==> src/sv/rps_div_cell.sv <==
// rps_div_cell: one restoring-division step, one quotient bit per cell.
// Stand-alone; the divisor is the static ramp length register.
`default_nettype none

module rps_div_cell #(
  parameter int SW = 1
) (
  input  logic          clk,
  input  logic          rst,
  input  logic          en,
  input  logic [31:0]   ramp,
  input  logic          vld_in,
  input  logic [31:0]   rem_in,
  input  logic [31:0]   quo_in,
  input  logic [SW-1:0] side_in,
  output logic          vld_out,
  output logic [31:0]   rem_out,
  output logic [31:0]   quo_out,
  output logic [SW-1:0] side_out
);

  logic [32:0] dbl;
  logic [32:0] diff;
  logic        ge;

  assign dbl  = {rem_in, 1'b0};
  assign diff = dbl - {1'b0, ramp};
  assign ge   = dbl >= {1'b0, ramp};

  always_ff @(posedge clk) begin
    if (rst) begin
      vld_out <= 1'b0;
    end else if (en) begin
      vld_out <= vld_in;
    end
  end

  always_ff @(posedge clk) begin
    if (en) begin
      rem_out  <= ge ? diff[31:0] : dbl[31:0];
      quo_out  <= {quo_in[30:0], ge};
      side_out <= side_in;
    end
  end

endmodule

`default_nettype wire

==> config.mk <==
export PLATFORM = sky130hd
export DESIGN_NAME = rps_div_cell
export DESIGN_NICKNAME = d
export VERILOG_FILES = /design/src/sv/rps_div_cell.sv
export SDC_FILE = /design/constraint.sdc
export NUM_CORES = 1
export LEC_CHECK = 0
export ABC_CLOCK_PERIOD_IN_PS = 6500
export BUFFER_PORTS_ARGS = -buffer_cell sky130_fd_sc_hd__buf_2
export CORE_AREA = 2 2 122 154
export DETAILED_ROUTE_END_ITERATION = 10
export DIE_AREA = 0 0 124 156
export GPL_TIMING_DRIVEN = 0
export PLACE_DENSITY = 0.56
export SLEW_MARGIN = 5
export SYNTH_ARGS = -nofsm -noshare
export SYNTH_HDL_FRONTEND = slang
export SYNTH_SLANG_ARGS = --single-unit
==> constraint.sdc <==
create_clock -name clk -period 6.5 [get_ports clk]
set_clock_uncertainty 0.15 [all_clocks]
set_input_delay 0.65 -clock clk [delete_from_list [all_inputs] [get_ports clk]]
set_output_delay 0.65 -clock clk [all_outputs]
set_load 0.05 [all_outputs]
Word level (Yosys, flattened, before mapping)
Cells that the tools add are included.
{"block": "op_classes", "addsub": 1, "magnitude_cmp": 1, "muxes": 1}
{"cell": "greater-or-equal comparator 33 x 32 -> 1 bit", "count": 1}
{"cell": "2-to-1 mux 32 bit", "count": 1}
{"cell": "subtractor 32 bit", "count": 1}
{"block": "word_totals", "register_bits": 66, "output_inout_bits": 66, "word_cells": 8}

Depth between registers and ports, before layout
Gate-level depths: netlist of run 1.
{"block": "depth", "word_depth": 2, "depth_mapped": 13, "ltp_nobuf": 10}

Least setup slack after synthesis of run 1
No wires, ideal clock.
{"block": "synth_path", "kind": "in2reg", "from": "input ramp[5]", "to": "register rem_out[10], data pin", "arrival_ns": 2.661, "t_required_ns": 6.095, "slack_ns": 3.435, "stages": 11, "n_path_buf": 2, "path_cell_list": "inv_1 ha_1 and2_1 a221o_1 o311ai_2 a31o_2 o2111a_1 a21o_1 buf_6 buf_6 o21ai_2"}
{"block": "synth_via", "elab_chain_len": 2}
{"item": "start, declared", "line": "11", "text": "input logic [31:0] ramp,"}
{"item": "subtractor 32 bit / greater-or-equal comparator 33 x 32 -> 1 bit (equally long branches)", "line": "27, 28"}
{"item": "2-to-1 mux 32 bit *", "line": "40", "text": "rem_out <= ge ? diff[31:0] : dbl[31:0];"}
{"item": "end signal, assigned", "line": "40"}
{"item": "end, declared", "line": "17", "text": "output logic [31:0] rem_out,"}
Every way passes the cells marked *; elsewhere a longest branch is shown, timed or not.
A chain may end at the register's enable or synchronous reset.

Worst setup path in the final report of run 1
{"block": "layout_path", "from": "input ramp[5]", "to": "register rem_out[17], data pin"}
The elaborated chain is that of the path after synthesis.

==> flow_metrics.tcl, run 1 <==
set metrics [dict create \
    status "completed" \
    p_per_area_mw_per_mm2 288 \
    drtIter0Drc 141 \
    routed.top_layer "met4" \
    wl_met2_mm 6.32 \
    rsz0062_at_grt "false" \
    vias 3688 \
    crit_arrival_ps 3110 \
    synth_common_cells "edfxtp_1, nand2_1, inv_1" \
    async_flop_share 0 \
    synth-xor-area-share 0.0559 \
    yosysTopAreaCellShare 0.445 \
    synth-simple-area-share 0.122 \
    dp_hpwl_mm 9.80 \
    ios 167 \
    fmax_mhz 315 \
    clkPwrFrac 0.349 \
    wl_mm 12.5 \
    hold_ws_ps 319 \
    cts_tree "done" \
    drt-wirelength-per-cell_um 15.0 \
    net-switching-power_mw 0.597 \
    syn_to_final_growth_pct 34.0 \
    worst_slew_pin_slew_ps 519 \
    startpoint_type "input port" \
    grt_pass1_vias 3776 \
    yosys.area_share.adder 0.0959 \
    synth_top_family_by_area "compound AO/OA/AOI/OAI gates" \
    die_w_um 124 \
    finalSetupViolations 0 \
    post_cts_buffers 0 \
    clockBufferDepth 2 \
    nets 735 \
    dr.pass1.iters 4 \
    p_leak_nw 2.71 \
    grt_max_degree 48 \
    synthCells 424 \
    synth_flop_cell "edfxtp_1" \
    grt-ovfl-total 0 \
    yosysSeqAreaShare 0.450 \
    design.core.area_sq_mm 0.0179 \
    comb_power_share 0.330 \
    wl_met3_um 848 \
    layout_min_cycle_time_ps 3170 \
    dieArea_sq_mm 0.0193 \
    placed_area_sq_mm 0.00553 \
    hp-class "input port to flop" \
    syn_avg_cell_area_sq_um 10.3 \
    cts_resized 0 \
    worstPathRequired_ps 6440 \
    die_h_um 156 \
    diodes 0 \
    synth.area.mux_share 0.00456 \
    clock_latency_ps 330 \
    synth_area_sq_mm 0.00439 \
    synthesis.nets 558 \
    yosysTopAreaCell "edfxtp_1" \
    worst_setup_path_end_kind "flop" \
    final_area_sq_mm 0.00588 \
    cts_sinks 66 \
    synthTopCellsByArea "edfxtp_1, ha_1, o21ai_2" \
    synth_most_common_cell "edfxtp_1" \
    post_route_cells_drive_above_1_share 0.371 \
    synth_edf_count 65 \
    ctsHoldBuffers 0 \
    grt_pass1_wl_mm 18.9 \
    rows 55 \
    cp_max_fo 10 \
    clk_pin_slew_ps 60 \
    wirelength_met1_mm 5.18 \
    power.internal_mw 1.09 \
    drc 0 \
    fin_tns_setup_ps 0 \
    antenna_found_initial 0 \
    cts_buffers 9 \
    timing.final.crit_share 0.488 \
    ir_drop_mv 0.118 \
    synth-compound-area-share 0.212 \
    gp_congestion 0.775 \
    power.share.sequential 0.322 \
    gr-usage-all-layers 0.128 \
    ys_seq_elements 66 \
    max_slew_margin 0.654 \
    switching_share 0.353 \
    via_per_inst 4.42 \
    ys_types 51 \
    slew_violations 0 \
    ant_nets 0 \
    h-tree-depth 3 \
    maxCapViolCount 0 \
    port_buffers 165 \
    floorplan.initialDensity 0.245 \
    ys.warnings.count 0 \
    ctsRootBufferMaster "clkbuf_16" \
    hold_viol_final 0 \
    crit_type "input port to flop" \
]
cell usage in the layout (no fill, tap or decap), types with 5 or more instances in the layout:
cell type / count
nand3_1: 10
o21bai_1: 5
a21oi_1: 27
buf_2: 164
nand2_1: 49
o21ai_2: 30
ha_1: 32
o21ai_0: 12
clkbuf_1: 7
buf_6: 6
nand4_1: 8
xnor2_1: 12
edfxtp_1: 65
inv_1: 41
a21o_1: 16
nor2_1: 19
xor2_1: 16
clkbuf_16: 9
kinds of logic after synthesis:
family	count (synthesis)
compound gates	127
fa+ha+maj	33
xor+xnor	28
simple gates	113
flops	66
mux	2
buf+inv	55
per-layer routing:
layer | global-route usage | vias to the layer above
met2 | 0.236 | 118
met4 | 0.0358 | 0
met3 | 0.0311 | 7
met5 | 0 | -
li1 | - | 1901
met1 | 0.145 | 1662
registers in the layout, indices dropped and copies added (netlist names):
name,cells
quo_out,32
side_out,1
vld_out,1
rem_out,32
power groups by stage:
stage / clock network, mW / registers [mW] / logic, mW
finish: 0.589 / 0.544 / 0.557
global route: 0.625 / 0.550 / 0.605
CTS: 0.608 / 0.545 / 0.565
detailed placement: 0 / 0.553 / 0.562
global placement: 0 / 0.553 / 0.560
floorplan: 0 / 0.739 / 0.230
final timing paths:
| kind | startpoint | endpoint | slack, ps | cells after the start |
|---|---|---|---|---|
| worst max-delay path | ramp[5] | rem_out[17]$_DFFE_PP_ | 3330 | 12 |
| worst min-delay path | rst | vld_out$_SDFFE_PP0P_ | 320 | 2 |
| worst max register to register | vld_out$_SDFFE_PP0P_ | vld_out$_SDFFE_PP0P_ | 5780 | 2 |
| worst min register to register | vld_out$_SDFFE_PP0P_ | vld_out$_SDFFE_PP0P_ | 340 | 2 |
stage by stage:
stage / std cells / setup slack (ps) / utilization / total power [mW]
2_1_floorplan: 424 / 3430 / - / 0.969
3_5_place_dp: 818 / 2960 / 0.309 / 1.12
4_1_cts: 834 / 3310 / 0.329 / 1.72
3_3_place_gp: 817 / 2950 / 0.307 / 1.11
6_report: 834 / 3330 / 0.329 / 1.69
5_1_grt: 834 / 3130 / 0.329 / 1.78
cell type report:
| class | count | area, sq um |
|---|---|---|
| fillers | 1869 | 12000 |
| multi-input cells | 303 | 2150 |
| flip-flops and latches | 66 | 1970 |
| repair buffers | 166 | 856 |
| well taps | 228 | 285 |
| clock buffers | 10 | 239 |
| inverters | 41 | 154 |
| clock inverters | 6 | 113 |
| plain buffers | 14 | 109 |
worst max-delay path: stages:
cell,delay [ps]
buf_2,70
inv_1,30
ha_1,350
and2_1,200
a221o_1,400
o311ai_2,390
a31o_2,230
o2111a_1,190
a21o_1,100
buf_6,190
buf_6,200
o21ai_2,90
(Power assumes the default switching activity.)
==> run 2, diff against run 1 <==
--- a/config.mk
+++ b/config.mk
@@ -5,13 +5,13 @@
 export SDC_FILE = /design/constraint.sdc
 export NUM_CORES = 1
 export LEC_CHECK = 0
-export ABC_CLOCK_PERIOD_IN_PS = 6500
+export ABC_CLOCK_PERIOD_IN_PS = 2700
 export BUFFER_PORTS_ARGS = -buffer_cell sky130_fd_sc_hd__buf_2
 export CORE_AREA = 2 2 122 154
 export DETAILED_ROUTE_END_ITERATION = 10
 export DIE_AREA = 0 0 124 156
 export GPL_TIMING_DRIVEN = 0
-export PLACE_DENSITY = 0.56
+export PLACE_DENSITY = 0.57
 export SLEW_MARGIN = 5
 export SYNTH_ARGS = -nofsm -noshare
 export SYNTH_HDL_FRONTEND = slang
==> constraint.sdc (replaced) <==
create_clock -name clk -period 2.7 [get_ports clk]
set_clock_uncertainty 0.15 [all_clocks]
set_input_delay 0.27 -clock clk [delete_from_list [all_inputs] [get_ports clk]]
set_output_delay 0.27 -clock clk [all_outputs]
set_load 0.05 [all_outputs]
==> flow_metrics.tcl, run 2 (synthesis results as in run 1) <==
set metrics [dict create \
    status "completed" \
    layout_commonest_cell "buf_2" \
    drc 0 \
    cts_tree "done" \
    fin_cells 882 \
    fmax_mhz 386 \
    die_h_um 156 \
    drt-wirelength-per-cell_um 14.7 \
    rsz0062_at_grt "true" \
    worstPathRequired_ps 2630 \
    critPathMaxStageDelay_ps 410 \
    grt_max_degree 67 \
    gr-usage-all-layers 0.132 \
    crit_top_cell "buf_12" \
    wl_met2_mm 6.57 \
    cp_max_fo 10 \
    dieArea_sq_mm 0.0193 \
    ios 167 \
    worst_slew_pin_slew_ps 869 \
    design.core.area_sq_mm 0.0179 \
    reg2reg_slack_ps 1970 \
    fin_util 0.369 \
    cts_buffers 9 \
    clk_pin_slew_ps 60 \
    grt_pass1_wl_mm 19.6 \
    h-tree-depth 3 \
    fin_total_pwr_mw 4.05 \
    clockBufferDepth 2 \
    ir_drop_mv 0.303 \
    grt-ovfl-total 0 \
    grt_pass1_vias 3879 \
    maxCapViolCount 0 \
    startpoint_type "input port" \
    finalSetupViolations 0 \
    layout_min_cycle_time_ps 2590 \
    p_per_area_mw_per_mm2 614 \
    vias 3908 \
    port_buffers 165 \
    hold_ws_ps 29.1 \
    hold_viol_final 0 \
    routed.top_layer "met4" \
    drtIter0Drc 116 \
    wirelength_met1_mm 5.54 \
    floorplan.initialDensity 0.245 \
    worst_path_max_delay_cell "a221o_1" \
    rows 55 \
    hp-class "input port to flop" \
    crit_type "input port to flop" \
    crit_arrival_ps 2530 \
    path_cells "buf_2 > inv_2 > ha_4 > and2_4 > a221o_1 > o311ai_4 > a31o_2 > o2111a_1 > a21o_1 > buf_12 > buf_12 > o21ai_2" \
    antenna_found_initial 0 \
    nets 783 \
    timing.final.crit_share 0.960 \
    layout_common_cells "buf_2, edfxtp_1, inv_1" \
    wl_met3_um 788 \
    ctsRootBufferMaster "clkbuf_16" \
    gp_congestion 0.784 \
    slew_violations 0 \
    diodes 0 \
    max_slew_margin 0.420 \
    ant_nets 0 \
    hold_depth 3 \
    die_w_um 124 \
    worst_setup_path_end_kind "flop" \
    post_route_cells_drive_above_1_share 0.430 \
    dp_cells 817 \
    syn_to_final_growth_pct 50.4 \
    via_per_inst 4.43 \
    clock_latency_ps 330 \
    top_regs "quo_out: 32 flops, rem_out: 32 flops" \
    cts_sinks 66 \
    dr.pass1.iters 4 \
    p_leak_nw 2.93 \
    wl_mm 13.0 \
    dp_hpwl_mm 9.58 \
    r2r_cells 2 \
    worst_slack_ps 107 \
    preCtsSetupSlack_ps -466 \
]
-- run 2: layout make-up --
class	instances	area, sq um
Buffer	13	163
Clock buffer	14	264
Clock inverter	2	37.5
Fill cell	1856	11300
Inverter	41	154
Multi-Input combinational cell	303	2400
Sequential cell	66	1970
Tap cell	228	285
Timing Repair Buffer	215	1320
-- run 2: power by group --
group / internal [mW] / switching (mW) / leakage (nW) / total (mW)
registers: 1.29 / 0.0277 / 0.643 / 1.31
logic: 0.546 / 0.974 / 2.14 / 1.52
clock network: 0.767 / 0.451 / 0.143 / 1.22
total: 2.60 / 1.45 / 2.93 / 4.05
-- run 2: worst paths after layout --
path / from / to
max: ramp[5] / rem_out[17]$_DFFE_PP_
max reg2reg: vld_out$_SDFFE_PP0P_ / vld_out$_SDFFE_PP0P_
min: vld_in / vld_out$_SDFFE_PP0P_
min reg2reg: vld_out$_SDFFE_PP0P_ / vld_out$_SDFFE_PP0P_
-- run 2: critical path, delay by kind of cell --
kind,cells,cell delay [ps]
and+or+nand+nor,1,160
buffers and inverters,4,490
adders and majority gates,1,220
AOI/OAI and AO/OA,6,1370
-- run 2: per-layer routing --
layer	GRT usage	up-vias
li1	-	1993
met1	0.153	1786
met2	0.240	121
met3	0.0296	8
met4	0.0369	0
met5	0	-
-- run 2: what timing repair did --
item	in CTS	in global routing
resized for setup	16	51
setup endpoints to repair	33	33
hold buffers	33	0
pin swaps	6	10
cloned	0	2
setup buffers	4	11
hold endpoints to repair	33	0
-- run 2: per-stage QoR --
step	cell area [sq um]	TNS (ps)
floorplan	4390	0
global placement	5500	-14040
detailed placement	5500	-14270
CTS	6240	-5.38
global route	6590	-127
finish	6590	0
==> run 3, diff against run 2 <==
--- a/config.mk
+++ b/config.mk
@@ -5,13 +5,14 @@
 export SDC_FILE = /design/constraint.sdc
 export NUM_CORES = 1
 export LEC_CHECK = 0
+export ABC_AREA = 1
 export ABC_CLOCK_PERIOD_IN_PS = 2700
 export BUFFER_PORTS_ARGS = -buffer_cell sky130_fd_sc_hd__buf_2
-export CORE_AREA = 2 2 122 154
+export CORE_AREA = 2 2 132 166
 export DETAILED_ROUTE_END_ITERATION = 10
-export DIE_AREA = 0 0 124 156
+export DIE_AREA = 0 0 134 168
 export GPL_TIMING_DRIVEN = 0
-export PLACE_DENSITY = 0.57
+export PLACE_DENSITY = 0.56
 export SLEW_MARGIN = 5
 export SYNTH_ARGS = -nofsm -noshare
 export SYNTH_HDL_FRONTEND = slang
==> flow_metrics.tcl, run 3 <==
set metrics [dict create \
    status "completed" \
    hp-class "input port to flop" \
    cts_tree "done" \
    h-tree-depth 3 \
    drt-wirelength-per-cell_um 13.7 \
    path_cells "buf_2 > ha_1 > nand2_1 > nor2_1 > nand2_1 > nor2_1 > nand2_1 > nand2_1 > nor2_4 > buf_2 > nand3_1 > nand2_1" \
    gp_congestion 0.866 \
    ys_types 29 \
    layout_min_cycle_time_ps 2090 \
    die_w_um 134 \
    dieArea_sq_mm 0.0225 \
    nets 1059 \
    cp_max_fo 10 \
    fin_util 0.331 \
    power.internal_mw 2.48 \
    ys_seq_elements 66 \
    antenna_found_initial 1 \
    max_slew_margin 0.747 \
    post_cts_buffers 0 \
    clk_pin_slew_ps 60 \
    synthesis.nets 849 \
    synth_top_family_by_area "simple AND/OR/NAND/NOR gates" \
    crit_top_cell "nand2_1" \
    yosys.area_share.adder 0.0820 \
    critPathMaxStageDelay_ps 410 \
    port_buffers 165 \
    synth-simple-area-share 0.357 \
    ir_drop_mv 0.267 \
    vias 4998 \
    wl_mm 16.5 \
    syn_avg_cell_area_sq_um 7.17 \
    synth_most_common_cell "nand2_1" \
    switching_share 0.372 \
    floorplan.initialDensity 0.243 \
    synth-compound-area-share 0.0254 \
    via_per_inst 4.13 \
    synth_common_cells "nand2_1, inv_1, edfxtp_1" \
    async_flop_share 0 \
    fin_tns_setup_ps 0 \
    startpoint_type "input port" \
    dr.pass1.iters 4 \
    dp_hpwl_mm 13.5 \
    slew_violations 0 \
    worstPathRequired_ps 2640 \
    grt_max_degree 46 \
    clockBufferDepth 2 \
    comb_power_share 0.345 \
    die_h_um 168 \
    synthTopCellsByArea "edfxtp_1, nand2_1, inv_1" \
    timing.final.crit_share 0.775 \
    crit_arrival_ps 2030 \
    maxCapViolCount 0 \
    ctsRootBufferMaster "clkbuf_16" \
    fillCellCount 2358 \
    synth-xor-area-share 0.0239 \
    drc 0 \
    design.core.area_sq_mm 0.0211 \
    cts_buffers 9 \
    ys.warnings.count 0 \
    grt-ovfl-total 0 \
    yosysSeqAreaShare 0.385 \
    synth_edf_count 65 \
    cts_sinks 66 \
    yosysTopAreaCellShare 0.381 \
    layout_common_cells "nand2_1, buf_2, inv_1" \
    synthCells 715 \
    cts_resized 0 \
    worst_slack_ps 608 \
    synth_area_sq_mm 0.00513 \
    clock_latency_ps 340 \
    layout_commonest_cell "nand2_1" \
    yosysTopAreaCell "edfxtp_1" \
    ios 167 \
    clkPwrFrac 0.327 \
    crit_type "input port to flop" \
    net-switching-power_mw 1.47 \
    p_leak_nw 3.80 \
    dp_cells 1160 \
    preCtsSetupSlack_ps 213 \
    gr-usage-all-layers 0.146 \
    ant_nets 0 \
    grt_pass1_vias 4964 \
    p_per_area_mw_per_mm2 566 \
    fmax_mhz 478 \
    rows 60 \
    grt_pass1_wl_mm 25.1 \
    drtIter0Drc 215 \
    worst_setup_path_end_kind "flop" \
    finalSetupViolations 0 \
    fin_cells 1209 \
    rsz0062_at_grt "false" \
    diodes 0 \
    top_regs "quo_out: 32 flops, rem_out: 32 flops" \
    synth_flop_cell "edfxtp_1" \
    power.share.sequential 0.328 \
    worst_path_max_delay_cell "ha_1" \
    synth.area.mux_share 0.00195 \
    post_route_cells_drive_above_1_share 0.228 \
    syn_to_final_growth_pct 36.2 \
    hold_viol_final 0 \
    worst_slew_pin_slew_ps 379 \
]
run 3: cell types whose count changed in the layout (fill, tap and decap cells not counted), moves of 14 or more:
cell and change:
inv_1 +110, ha_1 +15, o21ai_2 -29, buf_4 -14, nor2_1 +18, nand2_1 +239
nand3_1 +45, a21o_1 -14
run 3: power groups by stage:
stage / clock, mW / sequential, mW / combinational, mW
after floorplan: 0 / 1.73 / 0.540
after global placement: 0 / 1.32 / 1.33
after detailed placement: 0 / 1.32 / 1.34
after CTS: 1.34 / 1.30 / 1.38
after global routing: 1.37 / 1.31 / 1.50
final: 1.29 / 1.30 / 1.36
run 3: metrics by stage:
step	power (mW)	cell area, sq um	hold WS [ps]
after floorplan	2.27	5130	192
after global placement	2.64	6300	281
after detailed placement	2.66	6330	284
after CTS	4.01	6980	26.5
after global routing	4.17	6980	62.8
final	3.95	6980	47.5
run 3: what timing repair did:
action                                  in CTS  in global routing
hold buffers                                33                  0
hold endpoints to repair                    33                  0
endpoints found under the setup margin       0                  0
run 3: cell type report:
class,count,area [sq um],area share
Buffer,10,80.1,0.0115
Tap cell,279,349,0.0500
Clock inverter,7,93.8,0.0134
Sequential cell,66,1970,0.282
Inverter,149,559,0.0801
Timing Repair Buffer,199,1190,0.170
Clock buffer,9,225,0.0323
Multi-Input combinational cell,490,2520,0.360
run 3: metal layers:
layer  share of wire  GRT usage
met5               0          0
met3           0.045     0.0295
met4           0.013     0.0398
met2            0.54      0.281
met1            0.41      0.160
run 3: worst paths after layout:
kind / end / slack (ps) / depth (start not counted) / start
setup / recovery: rem_out[13]$_DFFE_PP_ / 610 / 12 / rem_in[16]
hold / removal: vld_out$_SDFFE_PP0P_ / 50 / 3 / vld_in
setup reg to reg: vld_out$_SDFFE_PP0P_ / 1950 / 2 / vld_out$_SDFFE_PP0P_
hold reg to reg: vld_out$_SDFFE_PP0P_ / 370 / 2 / vld_out$_SDFFE_PP0P_
run 3: kinds of logic after synthesis:
logic type / count (synthesis)
buf+inv: 159
fa+ha+maj: 33
simple gates: 417
xor+xnor: 14
mux: 1
compound gates: 25
flops: 66
run 3: worst max-delay path: cells and delay by family:
kind | cells | cell delay, ps
fa+ha+maj | 1 | 410
buf+inv | 2 | 330
simple gates | 9 | 1030
