### src/sv/rps_pkg.sv
// rps_pkg: widths, codes and constant tables for the ramped phasor source.
// Used by the CORDIC cell and the top level; depends on nothing.
`default_nettype none

package rps_pkg;

  localparam int CORDIC_STAGES_DEF = 20;
  localparam int QUO_W = 32;          // quotient bits of the ramp fraction
  localparam int XW    = 36;          // CORDIC vector datapath width
  localparam int ZW    = 34;          // CORDIC residual angle width

  // item classes travelling down the pipe
  localparam logic [1:0] MODE_HOLD = 2'd0;
  localparam logic [1:0] MODE_RAMP = 2'd1;
  localparam logic [1:0] MODE_FULL = 2'd2;

  // quadrant codes, top two angle bits
  localparam logic [1:0] QUAD_0 = 2'd0;
  localparam logic [1:0] QUAD_1 = 2'd1;
  localparam logic [1:0] QUAD_2 = 2'd2;
  localparam logic [1:0] QUAD_3 = 2'd3;

  // register indexes
  localparam logic [2:0] REG_REF_REAL    = 3'd0;
  localparam logic [2:0] REG_REF_IMAG    = 3'd1;
  localparam logic [2:0] REG_STEP_REAL   = 3'd2;
  localparam logic [2:0] REG_STEP_IMAG   = 3'd3;
  localparam logic [2:0] REG_FREQ_OFFSET = 3'd4;
  localparam logic [2:0] REG_SWITCH_TICK = 3'd5;
  localparam logic [2:0] REG_RAMP_TICKS  = 3'd6;

  localparam logic [31:0] INV_GAIN = 32'h9B74EDA8;
  // (2^22 * INV_GAIN) >> 24: pre-scaled unit vector for the fade cosine
  localparam logic signed [XW-1:0] FADE_X0 = 36'sh026DD3B6A;
  localparam logic signed [XW-1:0] ONE_Q30 = 36'sd1073741824;
  localparam logic signed [XW-1:0] MONE_Q30 = -36'sd1073741824;
  localparam logic signed [XW:0] OUT_MAX = 37'sd8388607;
  localparam logic signed [XW:0] OUT_MIN = -37'sd8388608;

  // atan(2^-i) in Q32 turns
  function automatic logic [31:0] atan_turn(input int i);
    logic [31:0] v;
    case (i)
      0:  v = 32'h20000000;
      1:  v = 32'h12E4051E;
      2:  v = 32'h09FB385B;
      3:  v = 32'h051111D4;
      4:  v = 32'h028B0D43;
      5:  v = 32'h0145D7E1;
      6:  v = 32'h00A2F61E;
      7:  v = 32'h00517C55;
      8:  v = 32'h0028BE53;
      9:  v = 32'h00145F2F;
      10: v = 32'h000A2F98;
      11: v = 32'h000517CC;
      12: v = 32'h00028BE6;
      13: v = 32'h000145F3;
      14: v = 32'h0000A2F9;
      15: v = 32'h0000517C;
      16: v = 32'h000028BE;
      17: v = 32'h0000145F;
      18: v = 32'h00000A2F;
      19: v = 32'h00000517;
      20: v = 32'h0000028B;
      21: v = 32'h00000145;
      22: v = 32'h000000A2;
      23: v = 32'h00000051;
      24: v = 32'h00000028;
      25: v = 32'h00000014;
      26: v = 32'h0000000A;
      27: v = 32'h00000005;
      28: v = 32'h00000002;
      29: v = 32'h00000001;
      default: v = 32'h00000000;
    endcase
    return v;
  endfunction

endpackage

`default_nettype wire

### src/sv/rps_cordic_cell.sv
// rps_cordic_cell: one CORDIC micro-rotation with floor shifts.
// Depends on rps_pkg for widths and the arctangent table.
`default_nettype none

module rps_cordic_cell import rps_pkg::*; #(
  parameter int IDX = 0,
  parameter int SW  = 1
) (
  input  logic                 clk,
  input  logic                 rst,
  input  logic                 en,
  input  logic                 vld_in,
  input  logic signed [XW-1:0] x_in,
  input  logic signed [XW-1:0] y_in,
  input  logic signed [ZW-1:0] z_in,
  input  logic [SW-1:0]        side_in,
  output logic                 vld_out,
  output logic signed [XW-1:0] x_out,
  output logic signed [XW-1:0] y_out,
  output logic signed [ZW-1:0] z_out,
  output logic [SW-1:0]        side_out
);

  localparam logic signed [ZW-1:0] AT = $signed({{(ZW-32){1'b0}}, atan_turn(IDX)});

  logic signed [XW-1:0] dx;
  logic signed [XW-1:0] dy;

  assign dx = y_in >>> IDX;
  assign dy = x_in >>> IDX;

  always_ff @(posedge clk) begin
    if (rst) begin
      vld_out <= 1'b0;
    end else if (en) begin
      vld_out <= vld_in;
    end
  end

  always_ff @(posedge clk) begin
    if (en) begin
      side_out <= side_in;
      if (!z_in[ZW-1]) begin
        x_out <= x_in - dx;
        y_out <= y_in + dy;
        z_out <= z_in - AT;
      end else begin
        x_out <= x_in + dx;
        y_out <= y_in - dy;
        z_out <= z_in + AT;
      end
    end
  end

endmodule

`default_nettype wire

### config.mk
export PLATFORM = sky130hd
export DESIGN_NAME = rps_cordic_cell
export DESIGN_NICKNAME = d
export VERILOG_FILES = /design/src/sv/rps_pkg.sv /design/src/sv/rps_cordic_cell.sv
export SDC_FILE = /design/constraint.sdc
export NUM_CORES = 1
export LEC_CHECK = 0
export CORE_AREA = 2 2 146 177
export DETAILED_ROUTE_END_ITERATION = 10
export DIE_AREA = 0 0 148 179
export DONT_BUFFER_PORTS = 1
export HOLD_SLACK_MARGIN = 0.02
export PLACE_DENSITY_LB_ADDON = 0.3
export SLEW_MARGIN = 20
export SYNTH_ARGS = -nofsm -noshare
export SYNTH_HDL_FRONTEND = slang
export SYNTH_SLANG_ARGS = --single-unit
export TNS_END_PERCENT = 10
### constraint.sdc
create_clock -name clk -period 4.25 [get_ports clk]
set_input_delay 0.425 -clock clk [delete_from_list [all_inputs] [get_ports clk]]
set_output_delay 0.425 -clock clk [all_outputs]
set_load 0.01 [all_outputs]
# After elaboration in Yosys (flattened, before gate mapping)
# Cells that the tools add are included.
dict set report op_classes {
  muxes 3
  add_sub_neg 5
}
# operator n
set op_table {}
lappend op_table {{$mux W36} 2}
lappend op_table {{$sub A36 B36 Y36} 2}
lappend op_table {{$add A36 B36 Y36} 1}
lappend op_table {{$add A34 B31 Y34 const B} 1}
lappend op_table {{$mux W34} 1}
lappend op_table {{$sub A34 B31 Y34 const B} 1}
dict set report word_totals {
  reg_bits 108
  inputBits 111
  output_inout_bits 108
}

# Logic depth before layout (Yosys ltp)
# Gate-level depths: netlist (run 1).
dict set report depth {
  ltp_word 2
  depth_mapped 13
  depth_no_buf 12
}

# Worst setup path before layout (run 1)
# Ideal clock, no wire load.
dict set report synth_timing {
  path_kind {input to register}
  from {in x_in[9]}
  to {reg x_out[34], data pin}
  n_path_buf 1
  path_stages 12
  t_arrival_ns 3.026
  setup_time_ns 0.167
  path_slack_ns 1.057
  cell_sequence {inv_1 -> ha_1 -> buf_2 -> nor4_1 -> nand3_1 -> a31oi_1 -> nor3_1 -> nor4_1 -> o21ai_1 -> a21oi_1 -> mux2_2 -> a211oi_1}
}
dict set report synth_via {
  elab_chain_len 2
}
# item line_no
set synth_lines {}
lappend synth_lines {{from (decl)} rps_cordic_cell.sv:13} ;# input logic signed [XW-1:0] x_in,
lappend synth_lines {{$sub A36 B36 Y36 or $add A36 B36 Y36 (tied branches)} {rps_cordic_cell.sv:44, rps_cordic_cell.sv:48}}
lappend synth_lines {{$mux W36 (*)} rps_cordic_cell.sv:43} ;# if (!z_in[ZW-1]) begin
lappend synth_lines {{to (signal assigned)} rps_cordic_cell.sv:44} ;# x_out <= x_in - dx;
lappend synth_lines {{to (signal assigned)} rps_cordic_cell.sv:48} ;# x_out <= x_in + dx;
lappend synth_lines {{to (decl)} rps_cordic_cell.sv:18} ;# output logic signed [XW-1:0] x_out,
# Mark *: on every way between the ends. The rest lies on a longest branch, timed or not.
# A chain may end at the register's enable or synchronous reset.

# Final worst setup path (run 1)
dict set report layout_timing {
  from {in x_in[6]}
  to {reg x_out[34], data pin}
}
# The elaborated chain is that of the path after synthesis.

==> results_dict.tcl, run 1 <==
set metrics [dict create \
    coreArea_um2 25000 \
    worstMarginPinSlew_ps 677 \
    die_h_um 179 \
    portBuffers 0 \
    fin_worst_skew_ps 0 \
    synth_edf_count 106 \
    hold_buffers 0 \
    antenna_found_initial 0 \
    cts_buffers 9 \
    synthCells 1116 \
    powerDensity_nw_per_um2 333 \
    postCtsSetupBuffers 0 \
    nets 1324 \
    finalSetupTns_ps 0 \
    required_ps 4450 \
    syn_avg_cell_area_um2 8.73 \
    htree_levels 3 \
    rsz0062_at_grt "no" \
    synth_seq_cells 107 \
    setup_viol 0 \
    dp.cells 1420 \
    initial_core_util 0.390 \
    wl_per_cell_um 21.3 \
    met3_usage 0.0410 \
    synth_common_cells "a21oi_1, ha_1, edfxtp_1, inv_1, nor2_1" \
    layout.cells.non_filler 1436 \
    insertion_delay_ps 370 \
    drc 0 \
    crit_fanout 9 \
    cap_viol_max_count 0 \
    antenna_cells 0 \
    use_met2 0.392 \
    grt_usage 0.226 \
    syn-cell-area_um2 9750 \
    clk_path_buf_depth 2 \
    synth_top_cell_by_area "edfxtp_1" \
    finalHoldViolCount 0 \
    io_pins 219 \
    clk_pin_slew_ps 80 \
    maxClockFrequency_mhz 266 \
    arrival_ps 3950 \
    synth_most_common_cell "a21oi_1" \
    maxSlewViolCount 0 \
    overflow 0 \
    cts_resized 0 \
    synthArstFlopShare 0 \
    ys_seq_area_frac 0.329 \
    grt_start_max_net_pins 108 \
    grt.busiest_layer "met2" \
    power_leakage_nw 4.23 \
    yosysUniqueCellTypes 74 \
    drt_iter0_markers 731 \
    cp-end-kind "register" \
    grt_pass1_vias 8106 \
    place.gp.congestion 0.930 \
    grt_pass1_wl_um 46500 \
    fin_ws_ps 493 \
    final_layout_size_suffix_gt1_frac 0.0524 \
    syn-num-nets 1339 \
    utilization 0.418 \
    firstDrtPassIters 5 \
    period_share 0.884 \
    fin_crit_ps 3760 \
    crit_type "input port to register" \
    dpl.hpwl_um 24000 \
    worst_slew_margin_rel 0.537 \
    post-synth-top-area-fraction 0.327 \
    worstSetupStartpointType "input port" \
    rows 64 \
    yosys_warnings 0 \
    die_area_um2 26500 \
    num_vias 8402 \
    cts_sinks 107 \
    met1_usage 0.286 \
    cts_tree "yes" \
    synth_area_leaders "edfxtp_1, ha_1, a21oi_1, xnor2_1, o21ai_0" \
    viasPerCell 5.85 \
    syn_to_final_growth_pct 7.17 \
    status "complete, no violations" \
    ys.flop_type "edfxtp_1" \
    drtAntennaViolNets 0 \
    vdd.ir_drop.worst_uv 173 \
    wl_um 30600 \
    root_buffer "clkbuf_16" \
    place_ws_ps 276 \
    die_x_um 148 \
    hp-class "input port to register" \
]
==> placed cells by master, fill, tap and decap left out, types with 11 or more instances in the layout <==
master	synthesis	layout
a211oi_1	15	15
a21o_1	20	20
a21oi_1	131	131
a31oi_1	12	12
buf_4	3	25
edfxtp_1	106	106
ha_1	108	108
inv_1	105	105
mux2i_1	15	15
nand2_1	64	64
nand2b_1	11	11
nand3_1	13	13
nand4_1	16	16
nor2_1	88	88
nor3_1	24	24
nor4_1	13	13
o21ai_0	84	84
o21bai_1	19	19
xnor2_1	59	59
==> state kept, by name, indices dropped and copies added (netlist names) <==
register,count
x_out,36
y_out,35
z_out,34
side_out,1
vld_out,1
==> final timing paths <==
check	startpoint	end	slack, ps	cells after the start
setup / recovery	x_in[6]	x_out[34]$_DFFE_PP_	490	14
hold / removal	rst	vld_out$_SDFFE_PP0P_	120	1
setup reg to reg	vld_out$_SDFFE_PP0P_	vld_out$_SDFFE_PP0P_	3620	2
hold reg to reg	vld_out$_SDFFE_PP0P_	vld_out$_SDFFE_PP0P_	570	2
==> worst max-delay path, stage by stage <==
cell	delay (ps)
inv_1	20
ha_1	410
buf_4	220
nor4_1	270
buf_4	190
nand3_1	70
a31oi_1	410
nor3_1	150
nor4_1	440
buf_4	210
o21ai_1	120
a21oi_1	390
mux2_2	380
a211oi_1	240
==> report_power, final <==
part | internal (mW) | leakage [nW] | switching, mW | total, mW
Sequential | 1.37 | 1.05 | 0.140 | 1.51
Clock | 0.473 | 0.149 | 0.451 | 0.924
Combinational | 0.399 | 3.03 | 0.652 | 1.05
==> kinds of logic (layout without fill, tap and decap cells) <==
kind of cell	after synthesis	in the layout	share of synthesized area
adders and majority gates	112	112	0.147
AOI/OAI and AO/OA	375	375	0.244
buffers and inverters	158	148	0.0628
muxes	16	16	0.0166
and+or+nand+nor	279	279	0.139
DFF	107	107	0.329
xor gates and xnor gates	69	69	0.0620
==> metal layers <==
metal	vias up	wire length, µm
met3	40	2460
met2	376	15000
met4	0	592
met1	3983	12500
met5	-	0
li1	4003	-
==> cell type report <==
class,count,area (µm²)
inverter,107,402
clock buffer,10,229
clock inverter,6,80.1
fill,2527,14500
multi-input combinational,851,5930
sequential,107,3200
tap,330,413
timing repair buffer,25,188
==> metrics by stage <==
stage,power (mW),hold WS [ps],cell area (µm²)
2_1_floorplan,2.26,497,9750
5_1_grt,3.66,114,10400
3_5_place_dp,2.57,502,10100
6_report,3.48,118,10400
4_1_cts,3.50,106,10400
3_3_place_gp,2.57,500,10100
Power figures use the tool's default switching activity.
==> run 2, diff against run 1 <==
--- a/config.mk
+++ b/config.mk
@@ -5,12 +5,14 @@
 export SDC_FILE = /design/constraint.sdc
 export NUM_CORES = 1
 export LEC_CHECK = 0
-export CORE_AREA = 2 2 146 177
+export ABC_AREA = 1
+export CORE_AREA = 2 2 157 190
 export DETAILED_ROUTE_END_ITERATION = 10
-export DIE_AREA = 0 0 148 179
+export DIE_AREA = 0 0 159 192
 export DONT_BUFFER_PORTS = 1
 export HOLD_SLACK_MARGIN = 0.02
 export PLACE_DENSITY_LB_ADDON = 0.3
+export RECOVER_POWER = 100
 export SLEW_MARGIN = 20
 export SYNTH_ARGS = -nofsm -noshare
 export SYNTH_HDL_FRONTEND = slang
==> run 2 against run 1 <==
  * Cell area grew 12%
  * Utilization shrank 0.80 points
  * Critical path type unchanged
  * Count of clock-buffer cells in the layout is the same
  * Area after synthesis grew 16%
  * Highest routed layer unchanged
==> results_dict.tcl, run 2 <==
set metrics [dict create \
    status "complete, no violations" \
    nets 1860 \
    post-synth-top-area-fraction 0.281 \
    place.gp.congestion 1.02 \
    hp-class "input port to register" \
    maxSlewViolCount 0 \
    wl_per_cell_um 19.7 \
    layout.cells.non_filler 2027 \
    finalHoldViolCount 0 \
    rsz0062_at_grt "no" \
    layout.cells.most_common "nand2_1" \
    worstSetupStartpointType "input port" \
    yosys_warnings 0 \
    synth_common_cells "nand2_1, inv_1, nand3_1, nor2_1, a21oi_1" \
    r2r_slack_ps 3610 \
    worst_slew_margin_rel 0.0883 \
    synth_edf_count 106 \
    drtAntennaViolNets 0 \
    power_leakage_nw 5.66 \
    syn-num-nets 1892 \
    initial_core_util 0.397 \
    htree_levels 3 \
    setup_viol 0 \
    num_vias 10800 \
    top_register "x_out" \
    crit_fanout 10 \
    syn-cell-area_um2 11300 \
    syn_avg_cell_area_um2 6.80 \
    dpl.hpwl_um 33100 \
    final_layout_size_suffix_gt1_frac 0.0469 \
    grt_pass1_vias 10300 \
    viasPerCell 5.33 \
    clk_pin_slew_ps 80 \
    arrival_ps 2620 \
    vdd.ir_drop.worst_uv 160 \
    overflow 0 \
    syn_to_final_growth_pct 3.39 \
    die_area_um2 30500 \
    dp.cells 2011 \
    period_share 0.593 \
    antenna_cells 0 \
    powerDensity_nw_per_um2 303 \
    r2r-start "vld_out$_SDFFE_PP0P_" \
    hold_buffers 0 \
    root_buffer "clkbuf_16" \
    drt_iter0_markers 959 \
    slowest_stage "ha_1" \
    drc 0 \
    crit_start "x_in[5]" \
    endpoint "x_out[18]$_DFFE_PP_" \
    worstMarginPinSlew_ps 1370 \
    largest_register_ffs 36 \
    postCtsSetupBuffers 0 \
    synthArstFlopShare 0 \
    die_h_um 192 \
    die_x_um 159 \
    grt_usage 0.258 \
    cpPeakStageDelay_ps 520 \
    cts_tree "yes" \
    cp_cell_sequence "inv_1, ha_1, inv_1, a21oi_1, nand2_1, nand2_1, nand2_1, nand2_1, nand2_1, xor2_1, o21ai_0" \
    maxClockFrequency_mhz 397 \
    cts_buffers 9 \
    top_regs "x_out x36, y_out x35, z_out x34" \
    whs_path_depth 1 \
    yosysUniqueCellTypes 48 \
    fin_worst_skew_ps 0 \
    firstDrtPassIters 5 \
    grt_pass1_wl_um 59500 \
    io_pins 219 \
    cts_sinks 107 \
    antenna_found_initial 0 \
    portBuffers 0 \
    ys_seq_area_frac 0.282 \
    cp-end-kind "register" \
    ff2ff_path_depth 2 \
    ys.flop_type "edfxtp_1" \
    clk_path_buf_depth 2 \
    finalSetupTns_ps 0 \
    insertion_delay_ps 370 \
    synthCells 1669 \
    crit_type "input port to register" \
    coreArea_um2 28600 \
    wl_um 39900 \
    layout_common_cells "nand2_1, inv_1, nand3_1" \
    synth_area_leaders "edfxtp_1, nand2_1, ha_1, inv_1, nand3_1" \
    cts_resized 0 \
    p_total_mw 3.55 \
    grt_start_max_net_pins 108 \
    cap_viol_max_count 0 \
    synth_most_common_cell "nand2_1" \
    rows 68 \
    synth_top_cell_by_area "edfxtp_1" \
    reg2reg_to "vld_out$_SDFFE_PP0P_" \
    fin_crit_ps 2520 \
    synth_seq_cells 107 \
    critPathMostFrequentCell "nand2_1" \
    required_ps 4360 \
]
-- run 2: metal layers --
layer | GRT usage | part of all wire | up-vias
met3 | 0.0274 | 0.051 | 69
met1 | 0.294 | 0.39 | 5011
met5 | 0 | 0 | -
li1 | - | - | 5309
met2 | 0.475 | 0.50 | 424
met4 | 0.137 | 0.055 | 0
-- run 2: logic make-up after synthesis --
logic type | after synthesis | share of synthesized area
mux | 1 | 0.000883
simple gates | 860 | 0.327
xor+xnor | 32 | 0.0247
buf+inv | 302 | 0.114
flops | 107 | 0.282
compound gates | 255 | 0.125
fa+ha+maj | 112 | 0.126
-- run 2: power by group --
group / internal (mW) / switching [mW] / leakage, nW / total, mW
Combinational: 0.358 / 0.851 / 4.48 / 1.21
Clock: 0.413 / 0.462 / 0.138 / 0.875
Sequential: 1.34 / 0.133 / 1.04 / 1.47
-- run 2: final cells by class --
type                            instances  area [µm²]
Clock buffer                           10         229
Fill cell                            3052       16900
Timing Repair Buffer                    1        7.51
Clock inverter                          6        61.3
Multi-Input combinational cell       1260        6770
Sequential cell                       107        3200
Tap cell                              385         482
Inverter                              258         968
-- run 2: worst max-delay path, delay by kind of cell --
kind / cells / cell delay, ps
AO/OA/AOI/OAI: 2 / 740
XOR/XNOR: 1 / 180
adder cells (fa/ha/maj): 1 / 520
buffers and inverters: 2 / 210
AND/OR/NAND/NOR: 5 / 540
-- run 2: per-stage QoR --
stage,worst slack (ps),hold WS (ps),utilization,cell area (µm²)
after floorplan,2100,497,-,11300
after global placement,1470,500,0.402,11500
after detailed placement,1510,507,0.402,11500
after CTS,1890,115,0.412,11800
after global routing,1570,118,0.410,11700
final,1730,123,0.410,11700
-- run 2: how the worst min path moves through the flow --
| stage | startpoint | end | slack (ps) |
|---|---|---|---|
| floorplan | rst | vld_out$_SDFFE_PP0P_ | 500 |
| global placement | rst | vld_out$_SDFFE_PP0P_ | 500 |
| detailed placement | rst | vld_out$_SDFFE_PP0P_ | 510 |
| CTS | rst | vld_out$_SDFFE_PP0P_ | 120 |
| global route | rst | vld_out$_SDFFE_PP0P_ | 120 |
| finish | rst | vld_out$_SDFFE_PP0P_ | 120 |
==> run 3, diff against run 2 <==
--- a/config.mk
+++ b/config.mk
@@ -5,10 +5,10 @@
 export SDC_FILE = /design/constraint.sdc
 export NUM_CORES = 1
 export LEC_CHECK = 0
-export ABC_AREA = 1
-export CORE_AREA = 2 2 157 190
+export ABC_AREA = 0
+export CORE_AREA = 2 2 146 177
 export DETAILED_ROUTE_END_ITERATION = 10
-export DIE_AREA = 0 0 159 192
+export DIE_AREA = 0 0 148 179
 export DONT_BUFFER_PORTS = 1
 export HOLD_SLACK_MARGIN = 0.02
 export PLACE_DENSITY_LB_ADDON = 0.3
==> constraint.sdc (replaced) <==
create_clock -name clk -period 2.1 [get_ports clk]
set_input_delay 0.21 -clock clk [delete_from_list [all_inputs] [get_ports clk]]
set_output_delay 0.21 -clock clk [all_outputs]
set_load 0.01 [all_outputs]
==> run 3 against run 2 <==
  * The flow now finishes with violations (negative hold slack, negative setup slack)
  * Setup slack got worse by 2200 ps
  * Power is 130% higher
  * Final cell count down 13%
  * Sequential share of layout area is 4.2 points lower
  * Combinational power rose to 2.6 times the previous value
  * First-iteration DRC count down 35%
  * Critical path depth up 1
  * Clock power is 110% higher
  * Register-to-register slack worse by 2700 ps
  * Wire length down 12%
  * Critical path type unchanged
  * Highest routed layer unchanged
==> results_dict.tcl, run 3 (synthesized netlist as in run 1, its figures left out) <==
set metrics [dict create \
    status "finished, violations left" \
    violations "negative hold slack, negative setup slack" \
    use_met2 0.466 \
    cts_tree "yes" \
    vdd.ir_drop.worst_uv 395 \
    pwr-share-comb 0.393 \
    wl_um 35000 \
    coreArea_um2 25000 \
    top_regs "x_out x36, y_out x35, z_out x34" \
    worstSetupStartpointType "input port" \
    firstDrtPassIters 5 \
    hp-class "input port to register" \
    cp-end-kind "register" \
    p_int_mw 5.18 \
    power.switching_mw 2.93 \
    clkPwrFrac 0.231 \
    syn_to_final_growth_pct 42.0 \
    power.share.sequential 0.376 \
    power_leakage_nw 5.95 \
    maxClockFrequency_mhz 391 \
    fill_cells 2326 \
    cap_viol_max_count 0 \
    rsz0062_at_grt "yes" \
    design_area_um2 13800 \
    die_h_um 179 \
    portBuffers 0 \
    initial_core_util 0.390 \
    crit_fanout 4 \
    num_vias 9734 \
    arrival_ps 2710 \
    viasPerCell 5.53 \
    powerDensity_nw_per_um2 585 \
    drtAntennaViolNets 0 \
    period_share 1.22 \
    regArea_um2 3200 \
    grt.busiest_layer "met2" \
    finalSetupTns_ps -10440 \
    die_x_um 148 \
    met1_usage 0.295 \
    fin_ws_ps -456 \
    insertion_delay_ps 370 \
    final_layout_size_suffix_gt1_frac 0.327 \
    hold_buffers 33 \
    antenna_cells 0 \
    fin_crit_ps 2560 \
    layout_common_cells "buf_4, a21oi_1, edfxtp_1" \
    place_ws_ps -1050 \
    rows 64 \
    grt_pass1_wl_um 52400 \
    drt_iter0_markers 626 \
    root_buffer "clkbuf_16" \
    met3_usage 0.0394 \
    cts_sinks 107 \
    wl_per_cell_um 19.9 \
    die_area_um2 26500 \
    crit_type "input port to register" \
    utilization 0.554 \
    clk_path_buf_depth 2 \
    finalHoldViolCount 19 \
    hold_ws_ps -54.9 \
    required_ps 2260 \
    clk_pin_slew_ps 100 \
    swShare 0.361 \
    io_pins 219 \
    layout.cells.most_common "buf_4" \
    worst_slew_margin_rel 0.200 \
    placed_area_um2 12300 \
    nets 1649 \
    multi_input_area_um2 6730 \
    setup_viol 42 \
    worstMarginPinSlew_ps 1200 \
    htree_levels 3 \
    antenna_found_initial 0 \
    dpl.hpwl_um 26900 \
    maxSlewViolCount 0 \
    fin_worst_skew_ps 0 \
    cts_buffers 9 \
    drc 0 \
    grt_usage 0.256 \
    grt_start_max_net_pins 108 \
    overflow 0 \
    largest_register_ffs 36 \
    top_register "x_out" \
    place.gp.congestion 0.923 \
    grt_pass1_vias 9663 \
]
run 3: cell types whose count changed in the layout (fill, tap and decap cells not counted), sizes merged, moves of 16 or more:
cell,delta
dlygate4sd3,+33
inv,-151
buf,+314
xnor2,+59
nand3,-145
nor2,-71
a211oi,+16
nand2,-437
xor2,-22
run 3: power by group through the flow:
stage	Sequential [mW]	Combinational (mW)	Clock, mW
2_1_floorplan	3.04	1.58	0
3_3_place_gp	3.11	2.76	0
3_5_place_dp	3.11	2.77	0
4_1_cts	3.06	3.03	1.91
5_1_grt	3.08	3.44	1.97
6_report	3.05	3.18	1.87
run 3: final timing paths:
kind / startpoint / endpoint / cells after the start / slack [ps]
min reg2reg: vld_out$_SDFFE_PP0P_ / vld_out$_SDFFE_PP0P_ / 3 / 1110
min: en / z_out[25]$_DFFE_PP_ / 0 / -50
max reg2reg: vld_out$_SDFFE_PP0P_ / vld_out$_SDFFE_PP0P_ / 3 / 930
max: x_in[2] / y_out[21]$_DFFE_PP_ / 12 / -460
run 3: what timing repair did:
| action | in CTS | in global routing |
|---|---|---|
| buffers inserted | 9 | 18 |
| pin swaps | 34 | 35 |
| setup endpoints to repair | 46 | 50 |
| hold endpoints to repair | 138 | 73 |
| resized for setup | 105 | 60 |
run 3: final cells by class:
| cell class | instances | share of cell area |
|---|---|---|
| multi-input cells | 851 | 0.486 |
| flip-flops and latches | 107 | 0.231 |
| repair buffers | 350 | 0.198 |
| inverters | 107 | 0.0315 |
| well taps | 330 | 0.0298 |
| clock buffers | 9 | 0.0163 |
| clock inverters | 7 | 0.00669 |
run 3: worst max-delay path, cell delays in order:
cell and delay (ps):
inv_8 10, ha_4 260, buf_4 130, nor3b_4 50
o311ai_4 340, a211oi_4 140, or3_4 390, a211o_1 290
a211o_4 370, a2111oi_4 320, a21oi_2 60, xnor2_1 120
run 3: metrics by stage:
stage / cells / total power [mW]
4_1_cts: 1743 / 8.00
5_1_grt: 1761 / 8.49
3_5_place_dp: 1685 / 5.87
2_1_floorplan: 1116 / 4.62
3_3_place_gp: 1685 / 5.86
6_report: 1761 / 8.10
run 3: per-layer routing:
metal	share of wire	routed length, µm
met1	0.39	13500
met2	0.52	18200
met3	0.053	1850
met4	0.041	1430
met5	0	0
